==> src/rtl/hci_pkg.sv <==
// Shared types and constants for the HPGL command interpreter.
package hci_pkg;

	localparam int SCALE_W = 24;
	localparam int LIFT_W  = 16;
	localparam int LINE_W  = 16;
	localparam int CHAR_W  = 8;
	localparam int ACT_W   = 3;
	localparam int CFG_IDX_W = 2;

	localparam logic [SCALE_W-1:0] FEED_SCALE_RESET  = 24'd443897;
	localparam logic [LIFT_W-1:0]  INIT_LIFT_RESET   = 16'd1600;
	localparam logic [LIFT_W-1:0]  PEN_LIFT_RESET    = 16'd1000;

	typedef enum logic [CFG_IDX_W-1:0] {
		CFG_FEED_SCALE = 2'd0,
		CFG_INIT_LIFT  = 2'd1,
		CFG_PEN_LIFT   = 2'd2
	} cfg_index_t;

	typedef enum logic [ACT_W-1:0] {
		ACT_MOVE  = 3'd0,
		ACT_LINE  = 3'd1,
		ACT_RAISE = 3'd2,
		ACT_LOWER = 3'd3,
		ACT_HOME  = 3'd4
	} action_t;

	typedef enum logic [2:0] {
		PH_CMD       = 3'd0,
		PH_LETTER2   = 3'd1,
		PH_SP_ARG    = 3'd2,
		PH_ARG_START = 3'd3,
		PH_X_NUM     = 3'd4,
		PH_Y_NUM     = 3'd5
	} phase_t;

	typedef enum logic [2:0] {
		CMD_NONE = 3'd0,
		CMD_IN   = 3'd1,
		CMD_SP   = 3'd2,
		CMD_PU   = 3'd3,
		CMD_PD   = 3'd4,
		CMD_PA   = 3'd5,
		CMD_LT   = 3'd6
	} cmd_t;

	// Where the coordinates of a result come from.
	typedef enum logic [1:0] {
		SRC_ZERO = 2'd0,
		SRC_LAST = 2'd1,
		SRC_NEW  = 2'd2
	} xy_src_t;

	// Number flag bit positions.
	localparam int NF_DIG  = 0;
	localparam int NF_NEG  = 1;
	localparam int NF_FRAC = 2;
	localparam int NF_END  = 3;

	localparam logic [CHAR_W-1:0] CH_LF    = 8'h0A;
	localparam logic [CHAR_W-1:0] CH_CR    = 8'h0D;
	localparam logic [CHAR_W-1:0] CH_SPACE = 8'h20;
	localparam logic [CHAR_W-1:0] CH_PLUS  = 8'h2B;
	localparam logic [CHAR_W-1:0] CH_COMMA = 8'h2C;
	localparam logic [CHAR_W-1:0] CH_MINUS = 8'h2D;
	localparam logic [CHAR_W-1:0] CH_DOT   = 8'h2E;
	localparam logic [CHAR_W-1:0] CH_0     = 8'h30;
	localparam logic [CHAR_W-1:0] CH_1     = 8'h31;
	localparam logic [CHAR_W-1:0] CH_8     = 8'h38;
	localparam logic [CHAR_W-1:0] CH_9     = 8'h39;
	localparam logic [CHAR_W-1:0] CH_SEMI  = 8'h3B;
	localparam logic [CHAR_W-1:0] CH_A     = 8'h41;
	localparam logic [CHAR_W-1:0] CH_D     = 8'h44;
	localparam logic [CHAR_W-1:0] CH_I     = 8'h49;
	localparam logic [CHAR_W-1:0] CH_L     = 8'h4C;
	localparam logic [CHAR_W-1:0] CH_N     = 8'h4E;
	localparam logic [CHAR_W-1:0] CH_P     = 8'h50;
	localparam logic [CHAR_W-1:0] CH_S     = 8'h53;
	localparam logic [CHAR_W-1:0] CH_T     = 8'h54;
	localparam logic [CHAR_W-1:0] CH_U     = 8'h55;

	// Control part of a parsed plotter action.
	typedef struct packed {
		action_t            act;
		xy_src_t            src;
		logic [LIFT_W-1:0]  lift;
		logic [LINE_W-1:0]  line;
	} req_t;

endpackage

==> src/rtl/hci_parser.sv <==
// Byte parser: mnemonic and number tracking, emits at most one action request per command.
module hci_parser #(
	parameter int COORD_BITS = 16
) (
	input  logic                          clk,
	input  logic                          arst_n,
	input  logic                          item_valid_s1,
	input  logic [hci_pkg::CHAR_W-1:0]    char_s1,
	input  logic                          take,
	input  logic                          lift_load,
	input  logic [hci_pkg::LIFT_W-1:0]    lift_value,
	input  logic [hci_pkg::LIFT_W-1:0]    pen_select_lift,
	output logic                          item_take,
	output logic                          req_valid_s2,
	output hci_pkg::req_t                 req_s2,
	output logic signed [COORD_BITS:0]    xv_s2,
	output logic signed [COORD_BITS:0]    yv_s2
);
	import hci_pkg::*;

	localparam int AW = COORD_BITS + 1;
	localparam int GW = COORD_BITS + 4;
	localparam logic signed [COORD_BITS:0] MAX_MAG = signed'(AW'(1) << (COORD_BITS - 1));
	localparam logic signed [COORD_BITS:0] TOP_VAL = MAX_MAG - AW'(1);
	localparam logic [GW-1:0] MAX_WIDE = GW'(1) << (COORD_BITS - 1);

	phase_t                     phase_q, phase_n;
	cmd_t                       cmd_q, cmd_n, cmd_dec;
	logic [CHAR_W-1:0]          held_q, held_n;
	logic signed [COORD_BITS:0] x_acc_q, x_n, y_acc_q, y_n;
	logic [3:0]                 flags_q, flags_n;
	logic                       pen_up_q, pen_up_n;
	logic [LIFT_W-1:0]          lift_q, lift_n;
	logic [LINE_W-1:0]          line_q, line_n;

	logic                       emit;
	req_t                       req_n;
	logic signed [COORD_BITS:0] xv_n, yv_n;

	logic                       is_digit, is_first, is_line_end;
	logic signed [COORD_BITS:0] feed_in, feed_acc;
	logic [3:0]                 feed_flags;
	logic [GW-1:0]              grown;

	logic                       comp_emit, comp_pen;
	action_t                    comp_act;
	xy_src_t                    comp_src;
	logic signed [COORD_BITS:0] comp_xv, comp_yv;

	function automatic logic signed [COORD_BITS:0] finish_value(
		input logic signed [COORD_BITS:0] mag,
		input logic                       neg
	);
		logic signed [COORD_BITS:0] r;
		if (neg) begin
			r = -mag;
		end else if (mag > TOP_VAL) begin
			r = TOP_VAL;
		end else begin
			r = mag;
		end
		return r;
	endfunction

	assign item_take = item_valid_s1 && (!req_valid_s2 || take);

	assign is_digit    = (char_s1 >= CH_0) && (char_s1 <= CH_9);
	assign is_first    = (char_s1 == CH_I) || (char_s1 == CH_S) || (char_s1 == CH_P) ||
		(char_s1 == CH_L);
	assign is_line_end = (char_s1 == CH_LF) || (char_s1 == CH_CR);

	// One character of a decimal number into the accumulator that is being built.
	always_comb begin
		feed_in    = (phase_q == PH_Y_NUM) ? y_acc_q : x_acc_q;
		feed_acc   = feed_in;
		feed_flags = flags_q;
		grown      = (GW'(feed_in[COORD_BITS-1:0]) << 3) + (GW'(feed_in[COORD_BITS-1:0]) << 1)
			+ GW'(char_s1 - CH_0);
		if (!flags_q[NF_END]) begin
			if (is_digit) begin
				if (!flags_q[NF_FRAC]) begin
					if (grown > MAX_WIDE) begin
						feed_acc = MAX_MAG;
					end else begin
						feed_acc = signed'({1'b0, grown[COORD_BITS-1:0]});
					end
				end
				feed_flags[NF_DIG] = 1'b1;
			end else if (char_s1 == CH_MINUS || char_s1 == CH_PLUS) begin
				if (flags_q[NF_DIG] || flags_q[NF_NEG] || flags_q[NF_FRAC]) begin
					feed_flags[NF_END] = 1'b1;
				end else if (char_s1 == CH_MINUS) begin
					feed_flags[NF_NEG] = 1'b1;
				end
			end else if (char_s1 == CH_DOT) begin
				if (flags_q[NF_FRAC]) begin
					feed_flags[NF_END] = 1'b1;
				end else begin
					feed_flags[NF_FRAC] = 1'b1;
				end
			end else begin
				feed_flags[NF_END] = 1'b1;
			end
		end
	end

	// What completing the pending command produces.
	always_comb begin
		comp_emit = 1'b0;
		comp_pen  = pen_up_q;
		comp_act  = ACT_LINE;
		comp_src  = SRC_ZERO;
		comp_xv   = '0;
		comp_yv   = '0;
		case (phase_q)
			PH_ARG_START: begin
				if (cmd_q == CMD_PU) begin
					if (!pen_up_q) begin
						comp_emit = 1'b1;
						comp_pen  = 1'b1;
						comp_act  = ACT_RAISE;
					end
				end else if (cmd_q == CMD_PD) begin
					if (pen_up_q) begin
						comp_emit = 1'b1;
						comp_pen  = 1'b0;
						comp_act  = ACT_LOWER;
					end
				end else begin
					comp_emit = 1'b1;
					comp_act  = ACT_LINE;
					comp_src  = SRC_LAST;
				end
			end
			PH_X_NUM: begin
				comp_emit = 1'b1;
				comp_act  = (cmd_q == CMD_PU) ? ACT_MOVE : ACT_LINE;
				comp_src  = SRC_NEW;
				comp_xv   = finish_value(x_acc_q, flags_q[NF_NEG]);
			end
			PH_Y_NUM: begin
				comp_emit = 1'b1;
				comp_act  = (cmd_q == CMD_PU) ? ACT_MOVE : ACT_LINE;
				comp_src  = SRC_NEW;
				comp_xv   = x_acc_q;
				comp_yv   = finish_value(y_acc_q, flags_q[NF_NEG]);
			end
			default: begin
				comp_emit = 1'b0;
			end
		endcase
	end

	always_comb begin
		cmd_dec = CMD_NONE;
		if (held_q == CH_I && char_s1 == CH_N) begin
			cmd_dec = CMD_IN;
		end else if (held_q == CH_S && char_s1 == CH_P) begin
			cmd_dec = CMD_SP;
		end else if (held_q == CH_P && char_s1 == CH_U) begin
			cmd_dec = CMD_PU;
		end else if (held_q == CH_P && char_s1 == CH_D) begin
			cmd_dec = CMD_PD;
		end else if (held_q == CH_P && char_s1 == CH_A) begin
			cmd_dec = CMD_PA;
		end else if (held_q == CH_L && char_s1 == CH_T) begin
			cmd_dec = CMD_LT;
		end
	end

	// Next parser state for the byte in the input register.
	always_comb begin
		phase_n  = phase_q;
		cmd_n    = cmd_q;
		held_n   = held_q;
		x_n      = x_acc_q;
		y_n      = y_acc_q;
		flags_n  = flags_q;
		pen_up_n = pen_up_q;
		lift_n   = lift_q;
		line_n   = line_q;
		emit     = 1'b0;
		req_n.act  = comp_act;
		req_n.src  = comp_src;
		req_n.lift = lift_q;
		req_n.line = line_q + LINE_W'(1);
		xv_n     = comp_xv;
		yv_n     = comp_yv;

		if (is_line_end) begin
			if (phase_q == PH_ARG_START || phase_q == PH_X_NUM || phase_q == PH_Y_NUM) begin
				emit     = comp_emit;
				pen_up_n = comp_pen;
			end
			// A LF directly after a CR belongs to the same line end.
			if (!(char_s1 == CH_LF && phase_q == PH_CMD && held_q == CH_CR)) begin
				line_n = line_q + LINE_W'(1);
			end
			phase_n = PH_CMD;
			held_n  = (char_s1 == CH_CR) ? CH_CR : '0;
		end else begin
			case (phase_q)
				PH_LETTER2: begin
					cmd_n = cmd_dec;
					case (cmd_dec)
						CMD_NONE: begin
							if (is_first) begin
								held_n = char_s1;
							end else begin
								held_n  = '0;
								phase_n = PH_CMD;
							end
						end
						CMD_SP: begin
							phase_n = PH_SP_ARG;
						end
						CMD_PU, CMD_PD, CMD_PA: begin
							phase_n = PH_ARG_START;
							x_n     = '0;
							y_n     = '0;
							flags_n = '0;
						end
						default: begin
							phase_n = PH_CMD;
						end
					endcase
				end
				PH_SP_ARG: begin
					if (char_s1 == CH_0) begin
						emit      = 1'b1;
						req_n.act = ACT_HOME;
						req_n.src = SRC_ZERO;
					end else if (char_s1 >= CH_1 && char_s1 <= CH_8) begin
						lift_n = pen_select_lift;
					end
					phase_n = PH_CMD;
				end
				PH_ARG_START: begin
					if (char_s1 == CH_SEMI) begin
						emit     = comp_emit;
						pen_up_n = comp_pen;
						phase_n  = PH_CMD;
					end else if (is_digit || char_s1 == CH_MINUS || char_s1 == CH_PLUS ||
						char_s1 == CH_DOT) begin
						phase_n = PH_X_NUM;
						x_n     = feed_acc;
						flags_n = feed_flags;
					end
				end
				PH_X_NUM: begin
					if (char_s1 == CH_SEMI) begin
						emit    = comp_emit;
						phase_n = PH_CMD;
					end else if (char_s1 == CH_SPACE || char_s1 == CH_COMMA) begin
						x_n     = finish_value(x_acc_q, flags_q[NF_NEG]);
						flags_n = '0;
						y_n     = '0;
						phase_n = PH_Y_NUM;
					end else begin
						x_n     = feed_acc;
						flags_n = feed_flags;
					end
				end
				PH_Y_NUM: begin
					if (char_s1 == CH_SEMI) begin
						emit    = comp_emit;
						phase_n = PH_CMD;
					end else if (!(char_s1 == CH_SPACE && flags_q == 4'd0)) begin
						y_n     = feed_acc;
						flags_n = feed_flags;
					end
				end
				default: begin
					if (is_first) begin
						held_n  = char_s1;
						phase_n = PH_LETTER2;
					end else begin
						held_n  = '0;
						phase_n = PH_CMD;
					end
				end
			endcase
		end
	end

	always_ff @(posedge clk or negedge arst_n) begin
		if (!arst_n) begin
			phase_q  <= PH_CMD;
			cmd_q    <= CMD_NONE;
			held_q   <= '0;
			x_acc_q  <= '0;
			y_acc_q  <= '0;
			flags_q  <= '0;
			pen_up_q <= 1'b0;
			lift_q   <= INIT_LIFT_RESET;
			line_q   <= '0;
		end else if (lift_load) begin
			lift_q <= lift_value;
		end else if (item_take) begin
			phase_q  <= phase_n;
			cmd_q    <= cmd_n;
			held_q   <= held_n;
			x_acc_q  <= x_n;
			y_acc_q  <= y_n;
			flags_q  <= flags_n;
			pen_up_q <= pen_up_n;
			lift_q   <= lift_n;
			line_q   <= line_n;
		end
	end

	always_ff @(posedge clk or negedge arst_n) begin
		if (!arst_n) begin
			req_valid_s2 <= 1'b0;
		end else if (item_take) begin
			req_valid_s2 <= emit;
		end else if (take) begin
			req_valid_s2 <= 1'b0;
		end
	end

	always_ff @(posedge clk) begin
		if (item_take) begin
			req_s2 <= req_n;
			xv_s2  <= xv_n;
			yv_s2  <= yv_n;
		end
	end

endmodule

==> src/rtl/hci_scaler.sv <==
// Output stage: scales coordinates to motor steps and holds the result register.
module hci_scaler #(
	parameter int COORD_BITS = 16,
	parameter int STEP_BITS  = 24
) (
	input  logic                           clk,
	input  logic                           arst_n,
	input  logic                           req_valid_s2,
	input  hci_pkg::req_t                  req_s2,
	input  logic signed [COORD_BITS:0]     xv_s2,
	input  logic signed [COORD_BITS:0]     yv_s2,
	input  logic [hci_pkg::SCALE_W-1:0]    feed_scale,
	input  logic                           out_ready,
	output logic                           take,
	output logic                           out_valid,
	output logic [hci_pkg::ACT_W-1:0]      action,
	output logic signed [STEP_BITS-1:0]    x_steps,
	output logic signed [STEP_BITS-1:0]    y_steps,
	output logic [hci_pkg::LIFT_W-1:0]     lift_height,
	output logic [hci_pkg::LINE_W-1:0]     line_number
);
	import hci_pkg::*;

	localparam int PW = COORD_BITS + SCALE_W;
	localparam int QW = PW - 16;
	localparam int CW = ((QW > STEP_BITS) ? QW : STEP_BITS) + 1;
	localparam logic [CW-1:0] LIM = CW'(1) << (STEP_BITS - 1);

	logic signed [STEP_BITS-1:0] last_x_q, last_y_q;
	logic signed [STEP_BITS-1:0] new_x, new_y, sel_x, sel_y;

	// Truncate toward zero, then saturate to a signed step value.
	function automatic logic signed [STEP_BITS-1:0] to_steps(
		input logic signed [COORD_BITS:0] v,
		input logic [SCALE_W-1:0]         scale
	);
		logic                       neg;
		logic signed [COORD_BITS:0] av;
		logic [PW-1:0]              prod;
		logic [CW-1:0]              p;
		neg  = v[COORD_BITS];
		av   = neg ? -v : v;
		prod = PW'(av[COORD_BITS-1:0]) * PW'(scale);
		p    = CW'(prod[PW-1:16]);
		if (neg) begin
			if (p > LIM) begin
				p = LIM;
			end
			p = CW'(0) - p;
		end else if (p > LIM - CW'(1)) begin
			p = LIM - CW'(1);
		end
		return signed'(p[STEP_BITS-1:0]);
	endfunction

	assign new_x = to_steps(xv_s2, feed_scale);
	assign new_y = to_steps(yv_s2, feed_scale);
	assign take  = req_valid_s2 && (!out_valid || out_ready);

	always_comb begin
		case (req_s2.src)
			SRC_LAST: begin
				sel_x = last_x_q;
				sel_y = last_y_q;
			end
			SRC_NEW: begin
				sel_x = new_x;
				sel_y = new_y;
			end
			default: begin
				sel_x = '0;
				sel_y = '0;
			end
		endcase
	end

	always_ff @(posedge clk or negedge arst_n) begin
		if (!arst_n) begin
			out_valid <= 1'b0;
			last_x_q  <= '0;
			last_y_q  <= '0;
		end else begin
			if (take) begin
				out_valid <= 1'b1;
			end else if (out_ready) begin
				out_valid <= 1'b0;
			end
			if (take && req_s2.src == SRC_NEW) begin
				last_x_q <= new_x;
				last_y_q <= new_y;
			end
		end
	end

	always_ff @(posedge clk) begin
		if (take) begin
			action      <= req_s2.act;
			x_steps     <= sel_x;
			y_steps     <= sel_y;
			lift_height <= req_s2.lift;
			line_number <= req_s2.line;
		end
	end

endmodule

==> src/rtl/hpgl_command_interpreter.sv <==
// Top level of the HPGL command interpreter.
//
// Bytes of an HPGL stream arrive on the input channel (in_valid, in_ready,
// char_code), one byte per transfer. Each complete command yields zero or
// one plotter action on the output channel (out_valid, out_ready, action,
// x_steps, y_steps, lift_height, line_number).
// A byte goes through three registers: the input register, the parser's
// request register and the result register, which takes the output of the
// scaling multiply. The input register loads at the transfer edge, and the
// request and result registers follow in that order. Throughput is one byte
// per cycle while the receiver keeps up; each byte is a single state update
// of the parser, and the multiply that scales a coordinate pair has a stage
// of its own. When the receiver stalls, the result register holds its item
// and the stages behind it fill; in_ready drops only once all three are full.
// Reset clears the parser to its idle phase with the pen down and the line
// count at zero, empties all stages and loads the register defaults.
// Configuration writes take effect at once; the user makes them while idle,
// which the block does not enforce. A write of the initial lift height also
// sets the current lift height.
module hpgl_command_interpreter #(
	parameter int COORD_BITS = 16,
	parameter int STEP_BITS  = 24
) (
	input  logic                            clk,
	input  logic                            arst_n,
	input  logic                            cfg_write_en,
	input  logic [hci_pkg::CFG_IDX_W-1:0]   cfg_index,
	input  logic [hci_pkg::SCALE_W-1:0]     cfg_wdata,
	input  logic                            in_valid,
	output logic                            in_ready,
	input  logic [hci_pkg::CHAR_W-1:0]      char_code,
	output logic                            out_valid,
	input  logic                            out_ready,
	output logic [hci_pkg::ACT_W-1:0]       action,
	output logic signed [STEP_BITS-1:0]     x_steps,
	output logic signed [STEP_BITS-1:0]     y_steps,
	output logic [hci_pkg::LIFT_W-1:0]      lift_height,
	output logic [hci_pkg::LINE_W-1:0]      line_number
);
	import hci_pkg::*;

	logic [SCALE_W-1:0]         feed_scale_q;
	logic [LIFT_W-1:0]          pen_lift_q;
	logic                       valid_s1;
	logic [CHAR_W-1:0]          char_s1;
	logic                       item_take, take, req_valid_s2, lift_load;
	req_t                       req_s2;
	logic signed [COORD_BITS:0] xv_s2, yv_s2;

	assign lift_load = cfg_write_en && (cfg_index == CFG_INIT_LIFT);
	assign in_ready  = !valid_s1 || item_take;

	always_ff @(posedge clk or negedge arst_n) begin
		if (!arst_n) begin
			feed_scale_q <= FEED_SCALE_RESET;
			pen_lift_q   <= PEN_LIFT_RESET;
		end else if (cfg_write_en) begin
			if (cfg_index == CFG_FEED_SCALE) begin
				feed_scale_q <= cfg_wdata;
			end else if (cfg_index == CFG_PEN_LIFT) begin
				pen_lift_q <= cfg_wdata[LIFT_W-1:0];
			end
		end
	end

	always_ff @(posedge clk or negedge arst_n) begin
		if (!arst_n) begin
			valid_s1 <= 1'b0;
		end else if (in_ready) begin
			valid_s1 <= in_valid;
		end
	end

	always_ff @(posedge clk) begin
		if (in_valid && in_ready) begin
			char_s1 <= char_code;
		end
	end

	hci_parser #(
		.COORD_BITS(COORD_BITS)
	) u_parser (
		.clk            (clk),
		.arst_n         (arst_n),
		.item_valid_s1  (valid_s1),
		.char_s1        (char_s1),
		.take           (take),
		.lift_load      (lift_load),
		.lift_value     (cfg_wdata[LIFT_W-1:0]),
		.pen_select_lift(pen_lift_q),
		.item_take      (item_take),
		.req_valid_s2   (req_valid_s2),
		.req_s2         (req_s2),
		.xv_s2          (xv_s2),
		.yv_s2          (yv_s2)
	);

	hci_scaler #(
		.COORD_BITS(COORD_BITS),
		.STEP_BITS (STEP_BITS)
	) u_scaler (
		.clk         (clk),
		.arst_n      (arst_n),
		.req_valid_s2(req_valid_s2),
		.req_s2      (req_s2),
		.xv_s2       (xv_s2),
		.yv_s2       (yv_s2),
		.feed_scale  (feed_scale_q),
		.out_ready   (out_ready),
		.take        (take),
		.out_valid   (out_valid),
		.action      (action),
		.x_steps     (x_steps),
		.y_steps     (y_steps),
		.lift_height (lift_height),
		.line_number (line_number)
	);

endmodule

==> config.mk <==
export PLATFORM = sky130hd
export DESIGN_NAME = hpgl_command_interpreter
export DESIGN_NICKNAME = d
export VERILOG_FILES = /design/src/rtl/hci_pkg.sv /design/src/rtl/hci_parser.sv /design/src/rtl/hci_scaler.sv /design/src/rtl/hpgl_command_interpreter.sv
export SDC_FILE = /design/constraint.sdc
export NUM_CORES = 2
export LEC_CHECK = 0
export BUFFER_PORTS_ARGS = -buffer_cell sky130_fd_sc_hd__buf_4
export CAP_MARGIN = 20
export CORE_ASPECT_RATIO = 1.5
export CORE_UTILIZATION = 51
export CTS_CLUSTER_SIZE = 12
export DETAILED_ROUTE_END_ITERATION = 10
export GPL_TIMING_DRIVEN = 0
export PLACE_DENSITY = 0.74
export SLEW_MARGIN = 20
export SYNTH_ARGS = -nofsm -noshare
export SYNTH_HDL_FRONTEND = slang
export SYNTH_SLANG_ARGS = --single-unit
==> constraint.sdc <==
create_clock -name clk -period 31.5 [get_ports clk]
set_clock_uncertainty 0.1 [all_clocks]
set_input_delay 1.575 -clock clk [delete_from_list [all_inputs] [get_ports clk]]
set_output_delay 1.575 -clock clk [all_outputs]
set_load 0.005 [all_outputs]
==> impl_metrics.toml <==
[run_status]
run_status = "finished, final reports clean"

[synthesis]
synth_top_cells_by_count = "825 x sky130_fd_sc_hd__nand2_1, 821 x sky130_fd_sc_hd__inv_1, 625 x sky130_fd_sc_hd__fa_1"
synth.top_cells.by_area = "sky130_fd_sc_hd__fa_1 28%, sky130_fd_sc_hd__edfxtp_1 11%, sky130_fd_sc_hd__dfrtp_1 8.7%"
async_reset_ff_share_pct = 52.1
ys_seq_area_share_pct = 20.8
netlist-cell-type-count = 113
synth_nets = 5881
ys_dominant_reg_cell = "sky130_fd_sc_hd__edfxtp_1"
synth.ff_latch_count = 338
synthDominantAreaCellType = "sky130_fd_sc_hd__fa_1"
synth_edf_count = 162
synth_warnings = 0
netlist_instances = 4961
post-synth-top-count-cell = "sky130_fd_sc_hd__nand2_1"
avgSynthCellArea_sq_um = 8.99
top_area_cell_type_share_of_the_netlist_area_pct = 28.1
synthesis.area_sq_um = 44600

[global_routing]
number_of_antenna_violations_at_the_first_check_in_global_routing = 3
global_route.overflow_total = 0
via_count_of_the_first_global_routing_pass = 38500
grt_max_degree = 95
grt_util_all_layers_pct = 31.9
global_route_wire_length_before_repair_um = 217000

[sta]
grt_setup_unrepaired = "false"
drv_slew = 0
max_freq_mhz = 79.0
worst_slew_pin_slew_ps = 1210
finalSetupViolations = 0
fin_worst_hold_slack_ps = 317
final_min_period_over_clock_period_pct = 40.2
hold_viol_final = 0
timing.final.crit_period_ps = 12660
final.setup.tns_ps = 0
worst_slack_ps = 18840
max_slew_margin_pct = 19.0

[clock_network]
clk_pin_slew_worst_paths_ps = 60
htree_num_levels = 2
cts.repair_timing.setup_buffer_count = 0
cts_root_buf = "sky130_fd_sc_hd__clkbuf_16"
tritoncts.num_buffers = 36
tritoncts = "done"
cts.sinks = 338
cts_resized = 0
worst_skew_pair.late_latency_ps = 600
postCtsHoldBufs = 0
cts-root-to-sink-buffers = 3

[worst_setup_path]
critical-path-slowest-cell = "sky130_fd_sc_hd__xnor2_1"
critical_path.max_stage_delay_ps = 930
critical_path_class = "reg -> reg"
worstPathBufferInverterCount = 9
crit_fanout = 11
timing.critical_path.arrival_ps = 12870
timing.critical_path.max_delay_family = "adder cells"
cp-end-kind = "flop"
critical_path_required_ps = 31710
ff2ff_setup_slack_ps = 18840
timing.critical_path.mode_cell = "sky130_fd_sc_hd__fa_1"
critical_path.startpoint_type = "flop"

[die]
fp.dieArea_sq_um = 88700
design.core.area_sq_um = 86500
num_rows = 132
floorplan.initialDensity_pct = 51.5
io_pins = 124
dieHeight_um = 364
floorplan.die.width_um = 243

[drt]
final_antenna_net_count = 0
vias = 36500
routed_wirelength_um = 138000
drc = 0
viasPerCell = 5.79
routedWlPerCell_um = 21.9
first_pass_iters = 6
1st_iter_drt_viols = 2663

[place]
place_congestion = 1.03
placed_cells_incl_taps = 6229
post-dp-hpwl_um = 114000
number_of_buffers_added_on_ports = 123
placement.setup.worst_slack_ps = 19090

[power_and_ir_drop]
power.net_switching_mw = 0.367
clockPowerShare_pct = 37.2
sw_frac_of_total_pct = 32.1
combPwrFrac_pct = 17.7
powerDensity_nw_per_um2 = 23.7
cell_internal_pwr_mw = 0.777
p_seq_share_pct = 45.1
static-leakage-power_nw = 22.7
worst_ir_drop_vdd_mv = 0.0330

[cells_and_area]
final_layout_size_suffix_gt1_share_pct = 7.10
post_layout_nonfiller_instances = 6297
synthToLayoutAreaGrowth_pct = 8.23
fill_cell_instance_count_of_the_final_layout = 7827
utilization_pct = 55.8
design.final.nets = 6048

[flow_run]
maxCapViolations = 0

[min_path]
hold_path_class = "reg -> reg"
cell families after synthesis:
| family | synth area share, % |
|---|---|
| AO/OA/AOI/OAI | 11.4 |
| flip-flops | 20.8 |
| AND/OR/NAND/NOR | 17.6 |
| adder cells (fa/ha/maj) | 35.2 |
| XOR/XNOR | 2.44 |
| multiplexers | 2.87 |
| buffers and inverters | 9.60 |
metal layers:
layer / up-vias / track usage [%] / wire, um
met5: - / 0 / 0
met4: 0 / 26.3 / 13500
met3: 548 / 4.59 / 8510
met2: 1554 / 54.0 / 66500
met1: 18000 / 35.8 / 49400
li1: 16400 / - / -
cell usage in the layout (no fill, tap or decap), types with 20 or more instances in the layout:
master                      netlist  final
sky130_fd_sc_hd__mux2_2          67     67
sky130_fd_sc_hd__clkbuf_1       233    251
sky130_fd_sc_hd__nand3_1         67     67
sky130_fd_sc_hd__o21a_1          20     20
sky130_fd_sc_hd__and3_1          27     27
sky130_fd_sc_hd__buf_4            2    126
sky130_fd_sc_hd__inv_1          821    821
sky130_fd_sc_hd__o21ai_0        197    196
sky130_fd_sc_hd__fa_1           625    625
sky130_fd_sc_hd__xnor2_1         81     78
sky130_fd_sc_hd__nand2b_1        29     29
sky130_fd_sc_hd__xor2_1          43     43
sky130_fd_sc_hd__mux2i_1         49     49
sky130_fd_sc_hd__nor2_1         172    172
sky130_fd_sc_hd__and2_1         255    253
sky130_fd_sc_hd__nor2b_1         32     32
sky130_fd_sc_hd__dfstp_2         21     21
sky130_fd_sc_hd__a211oi_1        24     24
sky130_fd_sc_hd__o211ai_1        30     30
sky130_fd_sc_hd__a21oi_1        162    162
sky130_fd_sc_hd__nor3_1          59     58
sky130_fd_sc_hd__dfrtp_1        155    155
sky130_fd_sc_hd__nor4_1          23     22
sky130_fd_sc_hd__a21o_1          52     52
sky130_fd_sc_hd__edfxtp_1       162    162
sky130_fd_sc_hd__a22o_1          30     30
sky130_fd_sc_hd__nand2_1        825    825
sky130_fd_sc_hd__ha_1           256    256
sky130_fd_sc_hd__clkbuf_16        0     36
sky130_fd_sc_hd__or3_1           33     33
sky130_fd_sc_hd__o31ai_1         32     32
sky130_fd_sc_hd__a31oi_1         20     20
sky130_fd_sc_hd__nand4_1         33     33
cell type report:
cell class	count	area (sq um)	share of cell area, %
inverters	822	3090	6.39
clock inverters	10	178	0.368
multi-input cells	3533	31100	64.3
flip-flops and latches	338	9300	19.3
plain buffers	268	1200	2.48
diodes	2	5.00	0.0104
clock buffers	56	996	2.06
repair buffers	129	1030	2.13
well taps	1139	1430	2.95
sequential cells by signal, summed over array words and instances (netlist names), 4 cells and up:
register              flops
u_scaler.last_y_q        24
pen_lift_q               16
u_parser.flags_q          4
u_parser.x_acc_q         17
u_parser.xv_s2           17
feed_scale_q             24
u_parser.yv_s2           17
u_scaler.last_x_q        24
u_parser.lift_q          16
u_scaler.line_number     16
u_parser.line_q          16
u_parser.held_q           8
u_parser.y_acc_q         17
u_parser.req_s2          37
u_scaler.lift_height     16
u_scaler.x_steps         24
u_scaler.y_steps         24
char_s1                   8
metrics by stage:
| step | area, sq um | total power, mW |
|---|---|---|
| after floorplan | 44600 | 0.614 |
| after global placement | 46900 | 0.715 |
| after detailed placement | 47100 | 0.718 |
| after CTS | 48300 | 1.14 |
| after global routing | 48300 | 1.18 |
| final | 48300 | 1.14 |
final timing paths:
kind / startpoint / to / cells after the start
min reg2reg: u_parser.req_s2[5] / u_scaler.line_number[5] / 0
max in group asynchronous: arst_n / feed_scale_q[18] / 2
min: u_parser.req_s2[5] / u_scaler.line_number[5] / 0
max reg2reg: u_parser.xv_s2[0] / u_scaler.x_steps[12] / 38
min in group asynchronous: arst_n / u_parser.line_q[9] / 1
max: u_parser.xv_s2[0] / u_scaler.x_steps[12] / 38
power by group through the flow:
stage	clock, mW	combinational (mW)	sequential, mW
2_1_floorplan	0	0.108	0.507
3_3_place_gp	0	0.192	0.523
3_5_place_dp	0	0.195	0.523
4_1_cts	0.431	0.196	0.515
5_1_grt	0.446	0.213	0.517
6_report	0.425	0.202	0.516
Power figures use the tool's default switching activity.
